==> src/rtl/bounded_deque_engine_defines.svh <==
// assertion macros shared by the deque engine rtl
// no dependencies; included by files that carry assertions
`ifndef BOUNDED_DEQUE_ENGINE_DEFINES_SVH
`define BOUNDED_DEQUE_ENGINE_DEFINES_SVH

`ifndef SYNTHESIS
// same-cycle implication, disabled during reset
`define BDE_ASSERT_IMP(lbl, clk, rst, ante, cons) \
  lbl: assert property (@(posedge clk) disable iff (rst) (ante) |-> (cons)) \
    else $error("bde check failed");
// next-cycle implication, disabled during reset
`define BDE_ASSERT_NXT(lbl, clk, rst, ante, cons) \
  lbl: assert property (@(posedge clk) disable iff (rst) (ante) |=> (cons)) \
    else $error("bde check failed");
`else
`define BDE_ASSERT_IMP(lbl, clk, rst, ante, cons)
`define BDE_ASSERT_NXT(lbl, clk, rst, ante, cons)
`endif

`endif

==> src/rtl/bde_pkg.sv <==
// shared types and codes for the deque engine
// no dependencies
`default_nettype none

package bde_pkg;

  // request kinds
  localparam logic [1:0] REQ_PUSH_BACK = 2'd0;
  localparam logic [1:0] REQ_POP_FRONT = 2'd1;
  localparam logic [1:0] REQ_POP_BACK  = 2'd2;
  localparam logic [1:0] REQ_PEEK_BACK = 2'd3;

  // result status codes
  localparam logic [1:0] ST_OK    = 2'd0;
  localparam logic [1:0] ST_FULL  = 2'd1;
  localparam logic [1:0] ST_EMPTY = 2'd2;

  // what one cell does in a cycle
  typedef enum logic [1:0] {
    CELL_HOLD,
    CELL_LOAD,
    CELL_FROM_LEFT,
    CELL_FROM_RIGHT
  } cell_op_t;

  // what a whole row of cells does in a cycle
  typedef enum logic [1:0] {
    CHAIN_HOLD,
    CHAIN_PUT_AT_COUNT,
    CHAIN_PUSH_HEAD,
    CHAIN_POP_HEAD
  } chain_mode_t;

endpackage

`default_nettype wire

==> src/rtl/bounded_deque_engine.sv <==
// bounded deque engine: the result strobes on done in the cycle after start is
// taken; one request per cycle while busy is low, set by the cell update
// of both cell rows and the count register; the receiver cannot stall results
// reset (rst, synchronous) empties the store and holds busy high until the clock edge
// that samples rst low; stored words are not cleared and are never read before written
// depends on bde_pkg, bde_chain, bde_cell and bounded_deque_engine_defines.svh
`default_nettype none
`include "bounded_deque_engine_defines.svh"

module bounded_deque_engine
  import bde_pkg::*;
#(
  parameter int DEPTH      = 64,
  parameter int DATA_WIDTH = 32
) (
  input  logic                          clk,
  input  logic                          rst,
  input  logic                          start,
  output logic                          busy,
  input  logic [1:0]                    req_type,
  input  logic [DATA_WIDTH-1:0]         data_in,
  output logic                          done,
  output logic [DATA_WIDTH-1:0]         data_out,
  output logic [1:0]                    status,
  output logic [$clog2(DEPTH+1)-1:0]    count,
  output logic                          is_empty,
  output logic                          is_full
);

  localparam int CNT_W = $clog2(DEPTH + 1);
  localparam logic [CNT_W-1:0] CNT_MAX = CNT_W'(DEPTH);

  // two rows hold the same words: the front row keeps the front word in cell 0
  // and words in front-to-back order; the back row keeps the back word in cell 0
  // and words in back-to-front order, so both ends are read at a fixed cell
  logic                  accept;
  logic [CNT_W-1:0]      cnt;
  logic [CNT_W-1:0]      cnt_next;
  chain_mode_t           front_mode;
  chain_mode_t           back_mode;
  logic [DATA_WIDTH-1:0] front_head;
  logic [DATA_WIDTH-1:0] back_head;
  logic [DATA_WIDTH-1:0] data_next;
  logic [1:0]            status_next;
  logic                  cnt_is_zero;
  logic                  cnt_is_max;

  assign accept      = start && !busy;
  assign cnt_is_zero = (cnt == '0);
  assign cnt_is_max  = (cnt == CNT_MAX);

  // request decode: pick what each row does and the result to report
  always_comb begin
    front_mode  = CHAIN_HOLD;
    back_mode   = CHAIN_HOLD;
    cnt_next    = cnt;
    data_next   = '0;
    status_next = ST_OK;
    if (accept) begin
      if (req_type == REQ_PUSH_BACK) begin
        if (cnt_is_max) begin
          // full: word dropped, nothing moves
          status_next = ST_FULL;
        end else begin
          // front row writes just past its last word, back row shifts in at its head
          front_mode = CHAIN_PUT_AT_COUNT;
          back_mode  = CHAIN_PUSH_HEAD;
          cnt_next   = cnt + CNT_W'(1);
        end
      end else if (cnt_is_zero) begin
        status_next = ST_EMPTY;
      end else begin
        case (req_type)
          REQ_POP_FRONT: begin
            // back row loses its far end simply by the count going down
            data_next  = front_head;
            front_mode = CHAIN_POP_HEAD;
            cnt_next   = cnt - CNT_W'(1);
          end
          REQ_POP_BACK: begin
            data_next = back_head;
            back_mode = CHAIN_POP_HEAD;
            cnt_next  = cnt - CNT_W'(1);
          end
          default: begin
            // peek back reads without any move
            data_next = back_head;
          end
        endcase
      end
    end
  end

  bde_chain #(
    .DEPTH      (DEPTH),
    .DATA_WIDTH (DATA_WIDTH),
    .CNT_W      (CNT_W)
  ) u_front_row (
    .clk       (clk),
    .mode      (front_mode),
    .count     (cnt),
    .load_data (data_in),
    .head      (front_head)
  );

  bde_chain #(
    .DEPTH      (DEPTH),
    .DATA_WIDTH (DATA_WIDTH),
    .CNT_W      (CNT_W)
  ) u_back_row (
    .clk       (clk),
    .mode      (back_mode),
    .count     (cnt),
    .load_data (data_in),
    .head      (back_head)
  );

  // control state
  always_ff @(posedge clk) begin
    if (rst) begin
      cnt  <= '0;
      busy <= 1'b1;
      done <= 1'b0;
    end else begin
      cnt  <= cnt_next;
      busy <= 1'b0;
      done <= accept;
    end
  end

  // result registers, loaded with each accepted request
  always_ff @(posedge clk) begin
    if (accept) begin
      data_out <= data_next;
      status   <= status_next;
      count    <= cnt_next;
      is_empty <= (cnt_next == '0);
      is_full  <= (cnt_next == CNT_MAX);
    end
  end

  // strobe comes in the cycle after each taken request
  `BDE_ASSERT_NXT(a_done_after_accept, clk, rst, accept, done)
  `BDE_ASSERT_NXT(a_no_stray_done, clk, rst, !accept, !done)
  // reported count tracks the stored count
  `BDE_ASSERT_IMP(a_count_tracks, clk, rst, done, count == cnt)
  // a dropped push only happens at full, an empty report returns no word
  `BDE_ASSERT_IMP(a_full_drop, clk, rst, done && status == ST_FULL, is_full)
  `BDE_ASSERT_IMP(a_empty_report, clk, rst, done && status == ST_EMPTY,
                  is_empty && data_out == '0)
  // taken push with room grows the store by one
  `BDE_ASSERT_NXT(a_push_grows, clk, rst,
                  accept && req_type == REQ_PUSH_BACK && !cnt_is_max,
                  cnt == $past(cnt) + CNT_W'(1))

endmodule

`default_nettype wire

==> src/rtl/bde_cell.sv <==
// one storage cell of the deque row: holds a word, loads or takes a neighbor
// depends on bde_pkg
`default_nettype none

module bde_cell
  import bde_pkg::*;
#(
  parameter int DATA_WIDTH = 32
) (
  input  logic                  clk,
  input  cell_op_t              op,
  input  logic [DATA_WIDTH-1:0] left_data,
  input  logic [DATA_WIDTH-1:0] right_data,
  input  logic [DATA_WIDTH-1:0] load_data,
  output logic [DATA_WIDTH-1:0] data
);

  always_ff @(posedge clk) begin
    unique case (op)
      CELL_HOLD:       data <= data;
      CELL_LOAD:       data <= load_data;
      CELL_FROM_LEFT:  data <= left_data;
      CELL_FROM_RIGHT: data <= right_data;
    endcase
  end

endmodule

`default_nettype wire

==> src/rtl/bde_chain.sv <==
// row of deque cells with cell 0 as the head; per-cell op decode
// depends on bde_pkg and bde_cell
`default_nettype none

module bde_chain
  import bde_pkg::*;
#(
  parameter int DEPTH      = 64,
  parameter int DATA_WIDTH = 32,
  parameter int CNT_W      = 7
) (
  input  logic                  clk,
  input  chain_mode_t           mode,
  input  logic [CNT_W-1:0]      count,
  input  logic [DATA_WIDTH-1:0] load_data,
  output logic [DATA_WIDTH-1:0] head
);

  logic [DATA_WIDTH-1:0] cell_q [DEPTH];

  for (genvar i = 0; i < DEPTH; i++) begin : g_cell
    cell_op_t              op;
    logic [DATA_WIDTH-1:0] left_data;
    logic [DATA_WIDTH-1:0] right_data;

    if (i == 0) begin : g_first
      assign left_data = '0;
    end else begin : g_inner_left
      assign left_data = cell_q[i-1];
    end

    if (i == DEPTH - 1) begin : g_last
      assign right_data = '0;
    end else begin : g_inner_right
      assign right_data = cell_q[i+1];
    end

    always_comb begin
      unique case (mode)
        CHAIN_HOLD:         op = CELL_HOLD;
        CHAIN_PUT_AT_COUNT: op = (count == CNT_W'(i)) ? CELL_LOAD : CELL_HOLD;
        CHAIN_PUSH_HEAD:    op = (i == 0) ? CELL_LOAD : CELL_FROM_LEFT;
        CHAIN_POP_HEAD:     op = CELL_FROM_RIGHT;
      endcase
    end

    bde_cell #(
      .DATA_WIDTH (DATA_WIDTH)
    ) u_cell (
      .clk        (clk),
      .op         (op),
      .left_data  (left_data),
      .right_data (right_data),
      .load_data  (load_data),
      .data       (cell_q[i])
    );
  end

  assign head = cell_q[0];

endmodule

`default_nettype wire
==> config.mk <==
export PLATFORM = sky130hd
export DESIGN_NAME = bounded_deque_engine
export DESIGN_NICKNAME = d
export VERILOG_FILES = /design/src/rtl/bde_pkg.sv /design/src/rtl/bounded_deque_engine.sv /design/src/rtl/bde_cell.sv /design/src/rtl/bde_chain.sv
export VERILOG_INCLUDE_DIRS = /design/src /design/src/rtl
export SDC_FILE = /design/constraint.sdc
export NUM_CORES = 2
export LEC_CHECK = 0
export ABC_AREA = 1
export BUFFER_PORTS_ARGS = -buffer_cell sky130_fd_sc_hd__buf_2
export CORE_MARGIN = 4
export CORE_UTILIZATION = 50
export CTS_CLUSTER_SIZE = 28
export DETAILED_ROUTE_END_ITERATION = 10
export PLACE_DENSITY = 0.64
export SYNTH_ARGS = -nofsm -noshare
export SYNTH_HDL_FRONTEND = slang
export SYNTH_SLANG_ARGS = --single-unit
==> constraint.sdc <==
create_clock -name clk -period 51.7 [get_ports clk]
set_clock_uncertainty 0.1 [all_clocks]
set_input_delay 10.34 -clock clk [delete_from_list [all_inputs] [get_ports clk]]
set_output_delay 10.34 -clock clk [all_outputs]
set_load 0.05 [all_outputs]
==> impl_results.md <==
* Worst min path class: flip-flop to flip-flop
* Required time of the critical path at 52160 ps
* CP arrival at 17160 ps
* Clock-pin slew on the worst setup and hold paths at 60 ps
* Post-DP HPWL at 187000 um
* Hold_sp: u_front_row.g_cell[30].u_cell.data[26]
* Syn. warnings at 0
* Fin Setup TNS at 0 ps
* Max clock buf depth at 4
* Post-route core utilization at 54.8%
* Hold-fix buffers, CTS at 0
* Leak at 70.0 nW
* Root buf cell: clkbuf_16
* R2r startpoint: cnt[0]
* Via Count at 103000
* Hold Path Sink: u_front_row.g_cell[29].u_cell.data[26]
* DR top layer: met5
* Area growth from synthesis to layout at 9.03%
* CP Class: input pin to flip-flop
* Core area at 0.343 mm^2
* TritonCTS Buffers at 418
* CP cell instances: buf_2 > inv_1 > ha_1 > nand2_1 > nor2_8 > inv_16 > and2_4 > clkinvlp_4 > buf_4 > buf_4 > buf_4 > buf_12 > buf_4
* Largest delay share family, worst path: buffers and inverters
* Die H at 596 um
* GRT overflow at 0
* Initial antenna violation count at 22
* Mean Syn Cell Area at 12.4 um^2
* Crit path max fanout at 168
* Sequential area share after synthesis at 72.1%
* Final nets at 13500
* Die Wd at 596 um
* Slew at the pin closest to its max-slew limit at 1320 ps
* Status: complete, no violations
* First-pass DRT Iterations at 8
* RR Endpoint: u_back_row.g_cell[61].u_cell.data[3]
* Largest net degree at the start of global routing at 259
* Crit-path max cell delay at 930 ps
* # fillers at 28500
* # Post-CTS Setup Buffers at 0
* Met1 wire length at 155000 um
* Mapped Nets at 13900
* Mapped Cells at 13900
* Fin crit period at 16700 ps
* Worst path bufs/invs at 9
* Setup-failing EPs final at 0
* Place WS at 34110 ps
* DRT iter0 DRCs at 11200
* Wire length on met3 at 19900 um
* Most common cell after layout, fill and taps aside: nand2_1
* # DRC at 0
* RSZ-0062 raised after global routing: false
* FF+latch count, synth at 4148
* GRT Overall Usage at 19.1%
* Register-to-Register Path Depth at 13
* Max VDD drop at 0.0324 mV
* Die area at 0.355 mm^2
* Layout cell share with drive strength beyond 1 at 6.46%
* Sink Count at 4148
* GPL Wtd Cong at 0.804
* Clk_lat worst skew at 940 ps
* Total power at 7.14 mW
* Critical path's most frequent cell: buf_4
* CTS H-Tree Depth at 5
* Crit path depth at 13
* Final period util at 32.3%
* Starting Density at 50.3%
* Pwr per Cell Area at 37.9 mW/mm^2
* Most frequent cells in the layout: nand2_1 (4196), edfxtp_1 (4139), inv_1 (2084)
* Vias per inst at 5.59
* Final slew viol count at 0
* First-pass GRT wire length at 556000 um
* Netlist cell types at 31
* Post-Syn Area at 0.173 mm^2
* Final hold vios at 0
* Post-CTS Resized at 0
* Final WL at 349000 um
* Hold Crit Depth at 2
* Slowest cell on crit path: buf_4
* Vias in the first global route at 98900
* I/O Pins at 82
* Std cell rows at 215
* CTS tree: done
* DRT antenna net count at 0
* Max cap viols at 0
* Wire length on met2 at 164000 um
* Port bufs at 81
* Worst slew margin at 11.9%
* DR WL/cell at 19.0 um
* R2R Setup Slk at 44040 ps
* Setup WS post-layout at 35000 ps
* Crit end category: flip-flop
* CP startpoint kind: input pin
* Fmax at 0.0599 GHz
## kinds of logic after synthesis
| family | Yosys count | synth area share (%) |
|---|---|---|
| flip-flops | 4148 | 72.1 |
| adder cells (fa/ha/maj) | 7 | 0.0507 |
| AND/OR/NAND/NOR | 4432 | 9.85 |
| buffers and inverters | 3192 | 7.59 |
| AO/OA/AOI/OAI | 2096 | 10.4 |
| XOR/XNOR | 2 | 0.0102 |
## Yosys cell counts
library cell	number	share of area [%]
nor3_1	3	0.0087
nor2_4	2	0.013
o21ai_0	43	0.12
nor2_8	1	0.012
buf_4	130	0.57
nand2_4	27	0.18
buf_2	467	1.4
and2_1	1	0.0036
inv_4	1	0.0036
a21oi_1	41	0.12
xor2_1	2	0.010
nand2_2	4	0.014
buf_6	3	0.020
nor2_2	1	0.0036
buf_8	1	0.0087
edfxtp_1	4139	72
o21ai_1	28	0.081
nand3b_1	1	0.0044
nand3_1	72	0.21
o221ai_1	1970	10
o211ai_1	14	0.061
nand4_2	1	0.0072
ha_1	7	0.051
inv_2	9	0.020
nor2_1	70	0.15
buf_1	46	0.10
nand4_1	1	0.0036
inv_1	2086	4.5
nand2_1	4248	9.2
dfxtp_1	9	0.10
clkbuf_1	449	0.98
## power by group
| group | internal, mW | switching, mW | total, mW | leakage [nW] |
|---|---|---|---|---|
| combinational | 0.103 | 0.269 | 0.372 | 25.9 |
| sequential | 3.82 | 0.0229 | 3.85 | 37.7 |
| clock | 1.66 | 1.26 | 2.92 | 6.41 |
## metrics by stage
step	hold WS [ps]	std cells	instance area (um^2)
floorplan	387	13900	173000
global placement	388	17600	175000
detailed placement	393	17600	175000
CTS	383	18300	188000
global route	403	18300	188000
finish	384	18300	188000
## cell type report
type	instances	area (um^2)	area share (%)
clock inverters	257	2170	1.15
inverters	2096	7900	4.20
multi-input cells	6537	35400	18.8
clock buffers	506	10900	5.79
repair buffers	223	1620	0.862
well taps	4557	5700	3.03
diodes	18	45.0	0.0239
flip-flops and latches	4148	124000	66.1
## flip-flops by register name, summed over array words and instances (netlist names), 2 cells and up
signal                          cells
u_back_row.g_cell.u_cell.data    2048
u_front_row.g_cell.u_cell.data   2048
status                              2
data_out                           32
cnt                                 7
count                               7
## routing by layer
| layer | track usage [%] | vias to the layer above |
|---|---|---|
| met5 | 0 | - |
| met4 | 5.74 | 2 |
| met3 | 2.74 | 536 |
| met2 | 30.4 | 2683 |
| met1 | 27.5 | 50800 |
| li1 | - | 48500 |
## worst reg2reg max path: stages, from the launching register on
cell,delay [ps]
dfxtp_1,420
inv_1,140
ha_1,290
nand3_1,250
nor2_4,100
nor2_8,180
inv_16,100
and2_4,590
clkinvlp_4,560
buf_4,790
buf_4,940
buf_4,960
buf_12,820
buf_4,1000
## how the worst max path moves through the flow
| stage | from | endpoint | slack [ps] |
|---|---|---|---|
| 2_1_floorplan | start | u_back_row.g_cell[10].u_cell.data[0] | 9160 |
| 3_3_place_gp | start | u_back_row.g_cell[57].u_cell.data[3] | 34150 |
| 3_5_place_dp | start | u_back_row.g_cell[57].u_cell.data[3] | 34110 |
| 4_1_cts | start | u_back_row.g_cell[59].u_cell.data[3] | 35160 |
| 5_1_grt | req_type[1] | u_back_row.g_cell[11].u_cell.data[31] | 34600 |
| 6_report | req_type[0] | u_back_row.g_cell[61].u_cell.data[3] | 35000 |
Note: power is estimated with default switching activity, not from simulation.
